--- src/rtl/saa_pkg.sv ---
// shared constants, types and a helper function for the segregated allocator
`timescale 1ns / 1ps
package saa_pkg;

	localparam int unsigned HEAP_BYTES   = 1048576;
	localparam int unsigned SIZE_CLASSES = 32;
	localparam int unsigned HEADER_BYTES = 8;

	localparam int unsigned ADDR_W     = 20;
	localparam int unsigned WORD_W     = 21;
	localparam int unsigned REQ_W      = 21;
	localparam int unsigned CLS_W      = 5;
	localparam int unsigned SPAN_W     = 5;
	localparam int unsigned HEAP_WORDS = HEAP_BYTES / 8;
	localparam int unsigned WIDX_W     = $clog2(HEAP_WORDS);
	localparam int unsigned RESERVED   = SIZE_CLASSES * HEADER_BYTES;
	localparam int unsigned SPAN_RESET = 5;

	// controller to datapath commands
	typedef struct packed {
		logic in_load;
		logic dec;
		logic pop;
		logic split;
		logic brk;
		logic fpush;
		logic fail;
		logic out_load;
	} cmd_t;

	// datapath to controller status
	typedef struct packed {
		logic is_free;
		logic start_ok;
		logic hit;
		logic fit;
		logic need_split;
		logic split_last;
	} status_t;

	// smallest t with 2^t >= x, zero for x <= 1
	function automatic logic [CLS_W-1:0] class_of(input logic [REQ_W:0] x);
		logic [REQ_W:0] xm;
		logic [CLS_W-1:0] t;
		xm = x - 1'b1;
		t = '0;
		for (int b = 0; b <= int'(REQ_W); b++) begin
			if (xm[b]) begin
				t = CLS_W'(b + 1);
			end
		end
		if (x <= 1) begin
			t = '0;
		end
		return t;
	endfunction

endpackage

--- src/rtl/saa_ctrl.sv ---
// controller state machine sequencing allocate and free operations
`timescale 1ns / 1ps
module saa_ctrl (
	input  logic             clk,
	input  logic             arst_n,
	input  logic             in_valid,
	output logic             in_ready,
	output logic             out_valid,
	input  logic             out_ready,
	input  saa_pkg::status_t st,
	output saa_pkg::cmd_t    cmd
);

	localparam logic [2:0] S_IDLE  = 3'd0;
	localparam logic [2:0] S_DEC   = 3'd1;
	localparam logic [2:0] S_POP   = 3'd2;
	localparam logic [2:0] S_SPLIT = 3'd3;
	localparam logic [2:0] S_FPUSH = 3'd4;
	localparam logic [2:0] S_DONE  = 3'd5;

	logic [2:0] state_q;
	logic [2:0] state_d;
	logic       ovalid_q;

	assign in_ready  = (state_q == S_IDLE);
	assign out_valid = ovalid_q;

	// next state and command decode
	always_comb begin
		state_d = state_q;
		cmd = '0;
		case (state_q)
			S_IDLE: begin
				if (in_valid) begin
					cmd.in_load = 1'b1;
					state_d = S_DEC;
				end
			end
			S_DEC: begin
				if (st.is_free) begin
					if (st.start_ok) begin
						cmd.dec = 1'b1;
						state_d = S_FPUSH;
					end else begin
						cmd.fail = 1'b1;
						state_d = S_DONE;
					end
				end else if (st.hit) begin
					cmd.dec = 1'b1;
					state_d = S_POP;
				end else if (st.fit) begin
					cmd.brk = 1'b1;
					state_d = S_DONE;
				end else begin
					cmd.fail = 1'b1;
					state_d = S_DONE;
				end
			end
			S_POP: begin
				cmd.pop = 1'b1;
				state_d = st.need_split ? S_SPLIT : S_DONE;
			end
			S_SPLIT: begin
				cmd.split = 1'b1;
				if (st.split_last) begin
					state_d = S_DONE;
				end
			end
			S_FPUSH: begin
				cmd.fpush = 1'b1;
				state_d = S_DONE;
			end
			S_DONE: begin
				if (!ovalid_q || out_ready) begin
					cmd.out_load = 1'b1;
					state_d = S_IDLE;
				end
			end
			default: begin
				state_d = S_IDLE;
			end
		endcase
	end

	// state and output valid registers
	always_ff @(posedge clk or negedge arst_n) begin
		if (!arst_n) begin
			state_q  <= S_IDLE;
			ovalid_q <= 1'b0;
		end else begin
			state_q <= state_d;
			if (cmd.out_load) begin
				ovalid_q <= 1'b1;
			end else if (out_ready) begin
				ovalid_q <= 1'b0;
			end
		end
	end

endmodule

--- config.mk ---
export PLATFORM = sky130hd
export DESIGN_NAME = saa_ctrl
export DESIGN_NICKNAME = d
export VERILOG_FILES = /design/src/rtl/saa_pkg.sv /design/src/rtl/saa_ctrl.sv
export SDC_FILE = /design/constraint.sdc
export NUM_CORES = 1
export LEC_CHECK = 0
export ABC_AREA = 1
export BUFFER_PORTS_ARGS = -buffer_cell sky130_fd_sc_hd__clkbuf_2
export CAP_MARGIN = 20
export CORE_AREA = 2 2 39 41
export CTS_CLUSTER_DIAMETER = 30
export CTS_CLUSTER_SIZE = 28
export DETAILED_ROUTE_END_ITERATION = 12
export DIE_AREA = 0 0 41 43
export GPL_TIMING_DRIVEN = 1
export PLACE_DENSITY = 0.56
export SLEW_MARGIN = 10
export SYNTH_ARGS = -nofsm -noshare
export SYNTH_HDL_FRONTEND = slang
export SYNTH_SLANG_ARGS = --single-unit
--- constraint.sdc ---
create_clock -name clk -period 1.4 [get_ports clk]
set_clock_uncertainty 0.2 [all_clocks]
set_input_delay 0.21 -clock clk [delete_from_list [all_inputs] [get_ports clk]]
set_output_delay 0.21 -clock clk [all_outputs]
set_load 0.01 [all_outputs]
==> reports/summary.txt, run 1 <==
=============================================================================
Status                                                           finished, violations left
Failing checks                                                   setup timing
First-pass GRT wire length                                            1669 µm
Total routing resource utilization after global routing                14.60%
FP Rows                                                                    14
Buffer cell driving the clock tree root                              clkbuf_4
Post-detailed-route DRC marker count                                        0
Highest Clock Rate                                                 0.6391 GHz
Cell depth of the worst min-delay path                                      3
Deepest level of the CTS H-tree                                             1
Area Growth Syn to Fin                                                 87.64%
R2R cell count                                                              9
Req. time, crit path                                                  0.99 ns
Synth Register Bits                                                         4
Share of post-route cells with drive strength above 1                  58.14%
Clock sink count                                                            4
Post-place setup slack                                             0.01958 ns
Fill cell count                                                           150
Worst setup path category                                             reg2out
Average size of a mapped cell                                       6.186 µm²
Clock-pin slew on the worst setup and hold paths                      0.04 ns
Max-cap check violation count                                               0
Reg2Reg Setup Slack                                                   0.01 ns
Synthesized net count                                                      64
Capturing element type of the critical path                       output port
Netlist cell types                                                         17
Area enclosed by the die boundary                                0.001763 mm²
Initial antenna violation count                                             0
Critical Path Start Type                                            flip-flop
Largest fanout on the critical path                                         8
Final Wtd Congestion                                                   0.6885
Num CTS Buffers                                                             3
Fraction of power spent switching nets                                 44.46%
Number of antenna repair diodes                                             0
Final net count                                                            98
Post-synthesis cell count                                                  54
Cell internal power dissipation                                     0.6763 mW
Worst path arrival time                                               1.15 ns
Average wire per cell in the routed design                           9.804 µm
Detailed Place HPWL                                                    677 µm
Comb power frac                                                         66.6%
Effective utilization at floorplan                                     24.14%
Initial detailed-routing violation count                                   12
Worst voltage drop across the vdd grid                              0.7707 mV
Core box area                                                    0.001384 mm²
Leakage                                                             0.3636 nW
Post-placement cell area                                            441.7 µm²
Total number of vias                                                      451
Portion of the post-synthesis area used by sequential elements         29.96%
Number of global-route vias before repair                                 429
Number of hold-slack violations in the final timing report                  0
Most common cell after layout, fill and taps aside                    nand2_1
Setup ws final                                                     -0.1647 ns
Sequential fraction of design power                                     21.5%
Detail Route Antenna Nets                                                   0
Share of the clock period used by the worst path after layout          111.8%
Worst-margin pin slew                                               0.2835 ns
Cell Area, Synth                                                    334.1 µm²
Type of the most critical hold path                                    in2reg
Power density cells                                               1943 mW/mm²
Longest Clk Path Bufs                                                       2
Final Routed Wirelength                                               1000 µm
NetSw                                                               0.5414 mW
Commonest cells after routing, fill and taps aside               nand2_1 (14), clkbuf_2 (13)
Minimum clock period                                                 1.565 ns
Largest net degree at the start of global routing                           9
Final cell area excluding filler cells                              626.9 µm²
Y dimension of the die                                                  43 µm
TritonCTS clock tree                                                     done
Worst skew pair latency                                               0.24 ns
Relative slew slack                                                    81.03%
RSZ-0062 raised after global routing                                      yes
Max-slew violation count                                                    0
Clock power frac                                                        11.8%
Number of top-level pins                                                   20
Horizontal extent of the die                                            41 µm
Setup violation total in the final timing report                            9
Via-per-instance ratio                                                  4.422
First-pass DRT Iterations                                                   4
PortBufs                                                                   19
Count of yosys warnings during synthesis                                    0
Global route overflow                                                       0
=============================================================================
## area by class of cell
| cell class | count | area (µm²) | area share, % |
|---|---|---|---|
| Clock buffer | 3 | 22.52 | 3.593 |
| Tap cell | 16 | 20.02 | 3.194 |
| Sequential cell | 4 | 102.6 | 16.37 |
| Inverter | 9 | 38.79 | 6.188 |
| Timing Repair Buffer | 30 | 203.9 | 32.54 |
| Multi-Input combinational cell | 40 | 239.0 | 38.12 |
## power groups by stage
stage	logic (mW)	clock network [mW]	registers, mW
after global placement	0.495	0	0.243
final	0.811	0.144	0.262
after detailed placement	0.494	0	0.244
after global routing	0.913	0.151	0.276
after CTS	0.685	0.148	0.252
after floorplan	0.387	0	0.212
## metrics by stage
| step | TNS (ns) | hold slack, ns | total power [mW] | std cells | utilization (%) |
|---|---|---|---|---|---|
| 6_report | -1.275 | 0.03182 | 1.218 | 102 | 45.30 |
| 5_1_grt | -1.915 | 0.05914 | 1.340 | 102 | 45.30 |
| 4_1_cts | -1.176 | 0.02629 | 1.084 | 100 | 41.23 |
| 3_5_place_dp | 0 | -0.1810 | 0.7383 | 88 | 31.92 |
| 3_3_place_gp | 0 | -0.1826 | 0.7377 | 88 | 31.92 |
| 2_1_floorplan | 0 | -0.2856 | 0.5990 | 54 | - |
## repair_timing
| action | CTS | global route |
|---|---|---|
| gates resized for setup | 8 | 19 |
| pin swaps | 2 | 8 |
| hold buffers | 2 | 0 |
| setup endpoints to repair | 9 | 12 |
| hold endpoints to repair | 5 | 0 |
| cloned | 0 | 0 |
| setup buffers | 7 | 4 |
## synth_stat cells
| cell | instances | area (µm²) |
|---|---|---|
| nand4_1 | 1 | 6.260 |
| o221ai_1 | 1 | 8.760 |
| nor2_1 | 8 | 30.03 |
| nand3b_1 | 1 | 7.510 |
| dfrtp_1 | 4 | 100.1 |
| nor2_2 | 2 | 12.51 |
| nand2_1 | 16 | 60.06 |
| nand3_1 | 2 | 10.01 |
| nand2_2 | 1 | 6.260 |
| nand3_2 | 2 | 20.02 |
| a21oi_1 | 2 | 10.01 |
| nor4_1 | 1 | 6.260 |
| nor3_1 | 2 | 10.01 |
| inv_2 | 3 | 11.26 |
| buf_4 | 1 | 7.510 |
| inv_1 | 6 | 22.52 |
| o21ai_0 | 1 | 5.000 |
## per-layer routing
| metal | wire (µm) | part of all wire (%) | GRT usage [%] | up-vias |
|---|---|---|---|---|
| met5 | 0 | 0 | 0 | - |
| met4 | 51 | 5.1 | 14.00 | 0 |
| met3 | 39 | 3.9 | 2.094 | 7 |
| met2 | 498 | 50 | 20.94 | 14 |
| met1 | 411 | 41 | 17.21 | 193 |
| li1 | - | - | - | 237 |
## logic make-up (layout without fill, tap and decap cells)
kind of cell / Yosys count / in the layout / share of synthesized area (%)
buf+inv: 10 / 42 / 12.36
simple gates: 36 / 36 / 50.57
compound gates: 4 / 4 / 7.115
flops: 4 / 4 / 29.96
## final timing paths
check / from / to
max reg2reg: state_q[0] / state_q[2]
max: state_q[0] / cmd[7]
min in group asynchronous: arst_n / state_q[2]
min reg2reg: out_valid / out_valid
max in group asynchronous: arst_n / state_q[1]
min: st[1] / state_q[1]
## sequential cells by signal (all words and copies together) (netlist names)
signal / flops
state_q: 3
out_valid: 1
## critical path, cell delays in order, from the launching register on
cell and delay, ns:
dfrtp_2 0.48, nor4_1 0.26, clkbuf_2 0.18
(Power assumes the default switching activity.)
==> inputs of run 2 (changes only) <==
--- a/config.mk
+++ b/config.mk
@@ -14,7 +14,7 @@
 export DETAILED_ROUTE_END_ITERATION = 12
 export DIE_AREA = 0 0 41 43
 export GPL_TIMING_DRIVEN = 1
-export PLACE_DENSITY = 0.56
+export PLACE_DENSITY = 0.59
 export SLEW_MARGIN = 10
 export SYNTH_ARGS = -nofsm -noshare
 export SYNTH_HDL_FRONTEND = slang
==> constraint.sdc (replaced) <==
create_clock -name clk -period 1.8 [get_ports clk]
set_clock_uncertainty 0.2 [all_clocks]
set_input_delay 0.27 -clock clk [delete_from_list [all_inputs] [get_ports clk]]
set_output_delay 0.27 -clock clk [all_outputs]
set_load 0.01 [all_outputs]
==> run 2 against run 1 <==
Against the previous run:
- the run now ends clean
- routed wire length down 19%
- count of clock-buffer cells in the layout unchanged
- total power is 43% lower
- register-to-register slack improved by 0.46 ns
- hold slack better by 0.0047 ns
- die area stayed put
- largest cell class unchanged
==> reports/summary.txt, run 2 (synthesized netlist as in run 1, its figures left out) <==
===================================================================================
Type of the most critical hold path                                          in2reg
Power density cells                                                     1458 mW/mm²
Final cell area excluding filler cells                                    475.5 µm²
Largest net degree at the start of global routing                                 9
Deepest level of the CTS H-tree                                                   1
Number of hold-slack violations in the final timing report                        0
PortBufs                                                                         19
Post-place setup slack                                                    0.3242 ns
Critical Path Start Type                                                  flip-flop
Share of the clock period used by the worst path after layout                95.26%
Detail Route Antenna Nets                                                         0
Clock-pin slew on the worst setup and hold paths                            0.04 ns
Highest Clock Rate                                                       0.5832 GHz
Number of global-route vias before repair                                       371
Area taken by multi-input logic gates                                     192.7 µm²
Worst voltage drop across the vdd grid                                    0.3886 mV
Series of cell instances along the critical path                       inv_2, nand3_1, nor3_1, clkbuf_2
Via-per-instance ratio                                                        4.315
Buffer cell driving the clock tree root                                    clkbuf_4
First-pass GRT wire length                                                  1366 µm
Number of top-level pins                                                         20
Final Routed Wirelength                                                      807 µm
Initial antenna violation count                                                   0
Cell type of the slowest stage on the worst timing path                     dfrtp_1
Worst path arrival time                                                     1.24 ns
Fill cell count                                                                 158
Largest fanout on the critical path                                               5
Capturing element type of the critical path                             output port
Share of post-route cells with drive strength above 1                        40.79%
Slowest Stage Delay on Critical Path                                        0.43 ns
Average wire per cell in the routed design                                 8.772 µm
Total routing resource utilization after global routing                      11.79%
Largest reg by FF count                                                     state_q
FP Rows                                                                          14
Count of buffer and inverter cells on the critical path                           2
Max-cap check violation count                                                     0
Status                                                                 finished, final reports clean
Overall power of the completed layout                                     0.6933 mW
Minimum hold slack                                                       0.03655 ns
Y dimension of the die                                                        43 µm
Minimum clock period                                                       1.715 ns
Fraction of the core area covered by cells at the end of the flow            34.36%
Seq. cell area                                                            101.3 µm²
Instance count after placement with tap cells included                           88
Top delay family on crit path                                            flip-flops
Setup violation total in the final timing report                                  0
Number of flip-flops in the largest register                                      3
Detailed Place HPWL                                                        678.4 µm
Horizontal extent of the die                                                  41 µm
Post-placement cell area                                                  441.7 µm²
Area Growth Syn to Fin                                                       42.32%
Count of placed standard cells in the final layout, fillers left out             92
Global route overflow                                                             0
Sum Neg Setup Slack                                                            0 ns
First-pass DRT Iterations                                                         4
Req. time, crit path                                                        1.33 ns
Core box area                                                          0.001384 mm²
Worst setup path category                                                   reg2out
Max-slew violation count                                                          0
Commonest cells after routing, fill and taps aside                     clkbuf_2 (19), nand2_1 (16), nor2_1 (8), inv_1 (6)
Setup ws final                                                           0.08536 ns
Final Wtd Congestion                                                         0.7489
Most common cell after layout, fill and taps aside                         clkbuf_2
Area enclosed by the die boundary                                      0.001763 mm²
Final net count                                                                  88
TritonCTS clock tree                                                           done
Longest Clk Path Bufs                                                             2
Number of antenna repair diodes                                                   0
Initial detailed-routing violation count                                          5
Reg2Reg Setup Slack                                                         0.47 ns
Worst-margin pin slew                                                     0.2768 ns
Clock sink count                                                                  4
Relative slew slack                                                          81.40%
Post-detailed-route DRC marker count                                              0
RSZ-0062 raised after global routing                                             no
Num CTS Buffers                                                                   3
Effective utilization at floorplan                                           24.14%
Worst skew pair latency                                                     0.24 ns
Total number of vias                                                            397
Leakage                                                                   0.2936 nW
===================================================================================
run 2: cell count changes in the layout (fill, tap and decap cells not counted), moves of 3 or more:
cell      previous run  this run
buf_2                5         0
buf_4                5         0
buf_6                5         0
clkbuf_2            13        19
nor2_1               5         8
nor2_2               5         2
run 2: report_power, final:
| part | internal [mW] | leakage, nW | total (mW) | switching [mW] |
|---|---|---|---|---|
| clock | 0.0747 | 0.0138 | 0.113 | 0.0381 |
| sequential | 0.132 | 0.0499 | 0.193 | 0.0601 |
| combinational | 0.151 | 0.230 | 0.388 | 0.237 |
run 2: worst register-to-register path, stage by stage (launching register included):
cell and delay, ns:
dfrtp_1 0.43, inv_2 0.12, nand3_2 0.10, nor2_1 0.19, nor2_2 0.07, nand2_1 0.06
nand2_1 0.04
run 2: layer usage:
layer  up-vias  wire length [µm]  global-route usage, %
li1        215                 -                      -
met1       173               352                  13.03
met2         7               421                  17.50
met3         2                17                  3.141
met4         0                15                  10.00
met5         -                 0                      0
run 2: final cells by class:
class	count	share of cell area, %
inverters	9	7.105
flip-flops and latches	4	21.32
multi-input cells	40	40.53
clock buffers	3	4.737
repair buffers	20	22.11
well taps	16	4.211
run 2: final timing paths:
| path | start | cells after the start | endpoint |
|---|---|---|---|
| max | state_q[2] | 4 | cmd[3] |
| min | out_ready | 2 | out_valid |
| max reg2reg | state_q[2] | 6 | state_q[0] |
| min reg2reg | out_valid | 2 | out_valid |
| max in group asynchronous | arst_n | 2 | state_q[0] |
| min in group asynchronous | arst_n | 2 | state_q[1] |
run 2: what timing repair did:
action | CTS | global route
buffers inserted | 0 | 0
hold buffers | 1 | 0
resized for setup | 0 | 1
endpoints found under the setup margin | 0 | 2
hold endpoints to repair | 4 | 0
==> inputs of run 3 (changes only) <==
--- a/config.mk
+++ b/config.mk
@@ -9,12 +9,13 @@
 export BUFFER_PORTS_ARGS = -buffer_cell sky130_fd_sc_hd__clkbuf_2
 export CAP_MARGIN = 20
 export CORE_AREA = 2 2 39 41
+export CTS_BUF_LIST = sky130_fd_sc_hd__clkbuf_16
 export CTS_CLUSTER_DIAMETER = 30
 export CTS_CLUSTER_SIZE = 28
 export DETAILED_ROUTE_END_ITERATION = 12
 export DIE_AREA = 0 0 41 43
 export GPL_TIMING_DRIVEN = 1
-export PLACE_DENSITY = 0.59
+export PLACE_DENSITY = 0.61
 export SLEW_MARGIN = 10
 export SYNTH_ARGS = -nofsm -noshare
 export SYNTH_HDL_FRONTEND = slang
==> constraint.sdc (replaced) <==
create_clock -name clk -period 1.4 [get_ports clk]
set_clock_uncertainty 0.2 [all_clocks]
set_input_delay 0.21 -clock clk [delete_from_list [all_inputs] [get_ports clk]]
set_output_delay 0.21 -clock clk [all_outputs]
set_load 0.01 [all_outputs]
==> run 3 against run 2 <==
Against the previous run:
- the run now ends with setup timing left
- register-to-register slack got worse by 0.48 ns
- count of clock-buffer cells in the layout did not move
- sequential cell count unchanged
- setup slack lost 0.27 ns
- critical path depth fell by 2
==> reports/summary.txt, run 3 (synthesized netlist as in run 1, its figures left out) <==
================================================================================
Status                                                              finished, violations left
Failing checks                                                      setup timing
Y dimension of the die                                                     43 µm
Number of flip-flops in the largest register                                   3
Area Growth Syn to Fin                                                    103.4%
Worst path arrival time                                                  1.18 ns
Req. time, crit path                                                     0.99 ns
Worst-margin pin slew                                                  0.3415 ns
Largest reg by FF count                                                  state_q
Clock sink count                                                               4
Via-per-instance ratio                                                     4.578
Cell depth of the worst min-delay path                                         3
Fraction of the core area covered by cells at the end of the flow         49.10%
Num CTS Buffers                                                                3
Global Route met3 Usage                                                   4.712%
FP Rows                                                                       14
Type of the most critical hold path                                       in2reg
Critical Path Start Type                                               flip-flop
TritonCTS clock tree                                                        done
Minimum clock period                                                    1.585 ns
Number of global-route vias before repair                                    428
PortBufs                                                                      19
Final Routed Wirelength                                                  1070 µm
Commonest cells after routing, fill and taps aside                  nand2_1 (14), clkbuf_2 (14), nor2_1 (7), inv_1 (6), buf_4 (6)
Max-cap check violation count                                                  0
Reg2Reg Setup Slack                                                     -0.01 ns
Clock-pin slew on the worst setup and hold paths                         0.03 ns
Power density cells                                                  2198 mW/mm²
Largest fanout on the critical path                                            8
Initial antenna violation count                                                0
Setup violation total in the final timing report                              11
Final Wtd Congestion                                                      0.7061
Startpoint of the worst-slack reg-to-reg timing path                  state_q[1]
Buffer cell driving the clock tree root                                clkbuf_16
Post-detailed-route DRC marker count                                           0
Overall power of the completed layout                                   1.493 mW
Minimum hold slack                                                    0.03229 ns
Max-slew violation count                                                       0
First-pass GRT wire length                                               1642 µm
Effective utilization at floorplan                                        24.14%
Total number of vias                                                         467
Global route overflow                                                          0
Detailed Place HPWL                                                     702.1 µm
Relative slew slack                                                       77.15%
Capturing element type of the critical path                          output port
Met2 capacity usage during global routing                                 21.88%
Initial detailed-routing violation count                                       8
GRT Max-Usage Layer                                                         met2
Worst voltage drop across the vdd grid                                 0.9755 mV
RR Endpoint                                                           state_q[0]
Average wire per cell in the routed design                              10.49 µm
Number of antenna repair diodes                                                0
First-pass DRT Iterations                                                      6
Core box area                                                       0.001384 mm²
M1 GR Usage                                                               15.69%
Endpoint of the worst hold path                                       state_q[1]
Number of hold-slack violations in the final timing report                     0
Highest Clock Rate                                                    0.6309 GHz
Start point of the worst min-delay path                                    st[1]
Largest net degree at the start of global routing                              9
Setup ws final                                                        -0.1852 ns
Horizontal extent of the die                                               41 µm
Worst skew pair latency                                                  0.23 ns
Area enclosed by the die boundary                                   0.001763 mm²
Worst setup path category                                                reg2out
Deepest level of the CTS H-tree                                                1
R2R cell count                                                                 8
Detail Route Antenna Nets                                                      0
Share of post-route cells with drive strength above 1                     55.81%
Number of top-level pins                                                      20
Longest Clk Path Bufs                                                          2
Share of the clock period used by the worst path after layout             113.2%
Final net count                                                               98
Leakage                                                                0.3862 nW
RSZ-0062 raised after global routing                                         yes
Total routing resource utilization after global routing                   14.63%
================================================================================
-- run 3: cell count changes in the layout (fill, tap and decap cells not counted), sizes merged --
cell         before  now
buf               0   14
clkbuf           22   17
dlygate4sd3       1    2
-- run 3: cell type report --
| type | count | area [µm²] |
|---|---|---|
| flip-flops and latches | 4 | 103.9 |
| repair buffers | 30 | 200.2 |
| fillers | 139 | 704.4 |
| multi-input cells | 40 | 239.0 |
| clock buffers | 3 | 75.07 |
| inverters | 9 | 41.29 |
| well taps | 16 | 20.02 |
-- run 3: worst max-delay path by stage --
| stage | endpoint | depth (start not counted) | slack [ns] | from |
|---|---|---|---|---|
| final | cmd[7] | 2 | -0.19 | state_q[0] |
| after global routing | cmd[2] | 4 | -0.24 | state_q[0] |
| after CTS | cmd[7] | 2 | -0.16 | state_q[1] |
| after detailed placement | cmd[3] | 3 | -0.002 | state_q[0] |
| after global placement | cmd[3] | 3 | 0.03 | state_q[0] |
| after floorplan | cmd[7] | 2 | 0.09 | state_q[0] |
-- run 3: through the flow --
stage	cells	setup TNS [ns]	instance area (µm²)	worst slack (ns)
floorplan	54	0	334.1	0.08581
global placement	89	0	449.2	0.02728
detailed placement	89	-0.001607	449.2	-0.001607
CTS	96	-1.173	579.3	-0.1580
global route	102	-1.824	679.4	-0.2382
finish	102	-1.165	679.4	-0.1852
-- run 3: layer usage --
layer / vias up / routed length, µm
li1: 238 / -
met1: 216 / 384
met2: 10 / 605
met3: 3 / 46
met4: 0 / 34
met5: - / 0
-- run 3: what timing repair did --
item                       4_1_cts  5_1_grt
hold endpoints to repair         5        0
pin swaps                        1        6
setup endpoints to repair        9       11
gates resized for setup          6       19
setup buffers                    2        6
hold buffers                     2        0
-- run 3: power by group --
group	switching [mW]	leakage [nW]	total (mW)	internal [mW]
combinational	0.390	0.302	0.758	0.368
clock	0.0886	0.0370	0.454	0.366
sequential	0.107	0.0471	0.281	0.175
total	0.585	0.386	1.49	0.908
-- run 3: worst max-delay path, stage by stage (launching register included) --
cell	delay, ns
dfrtp_2	0.48
nor4_1	0.28
clkbuf_2	0.19
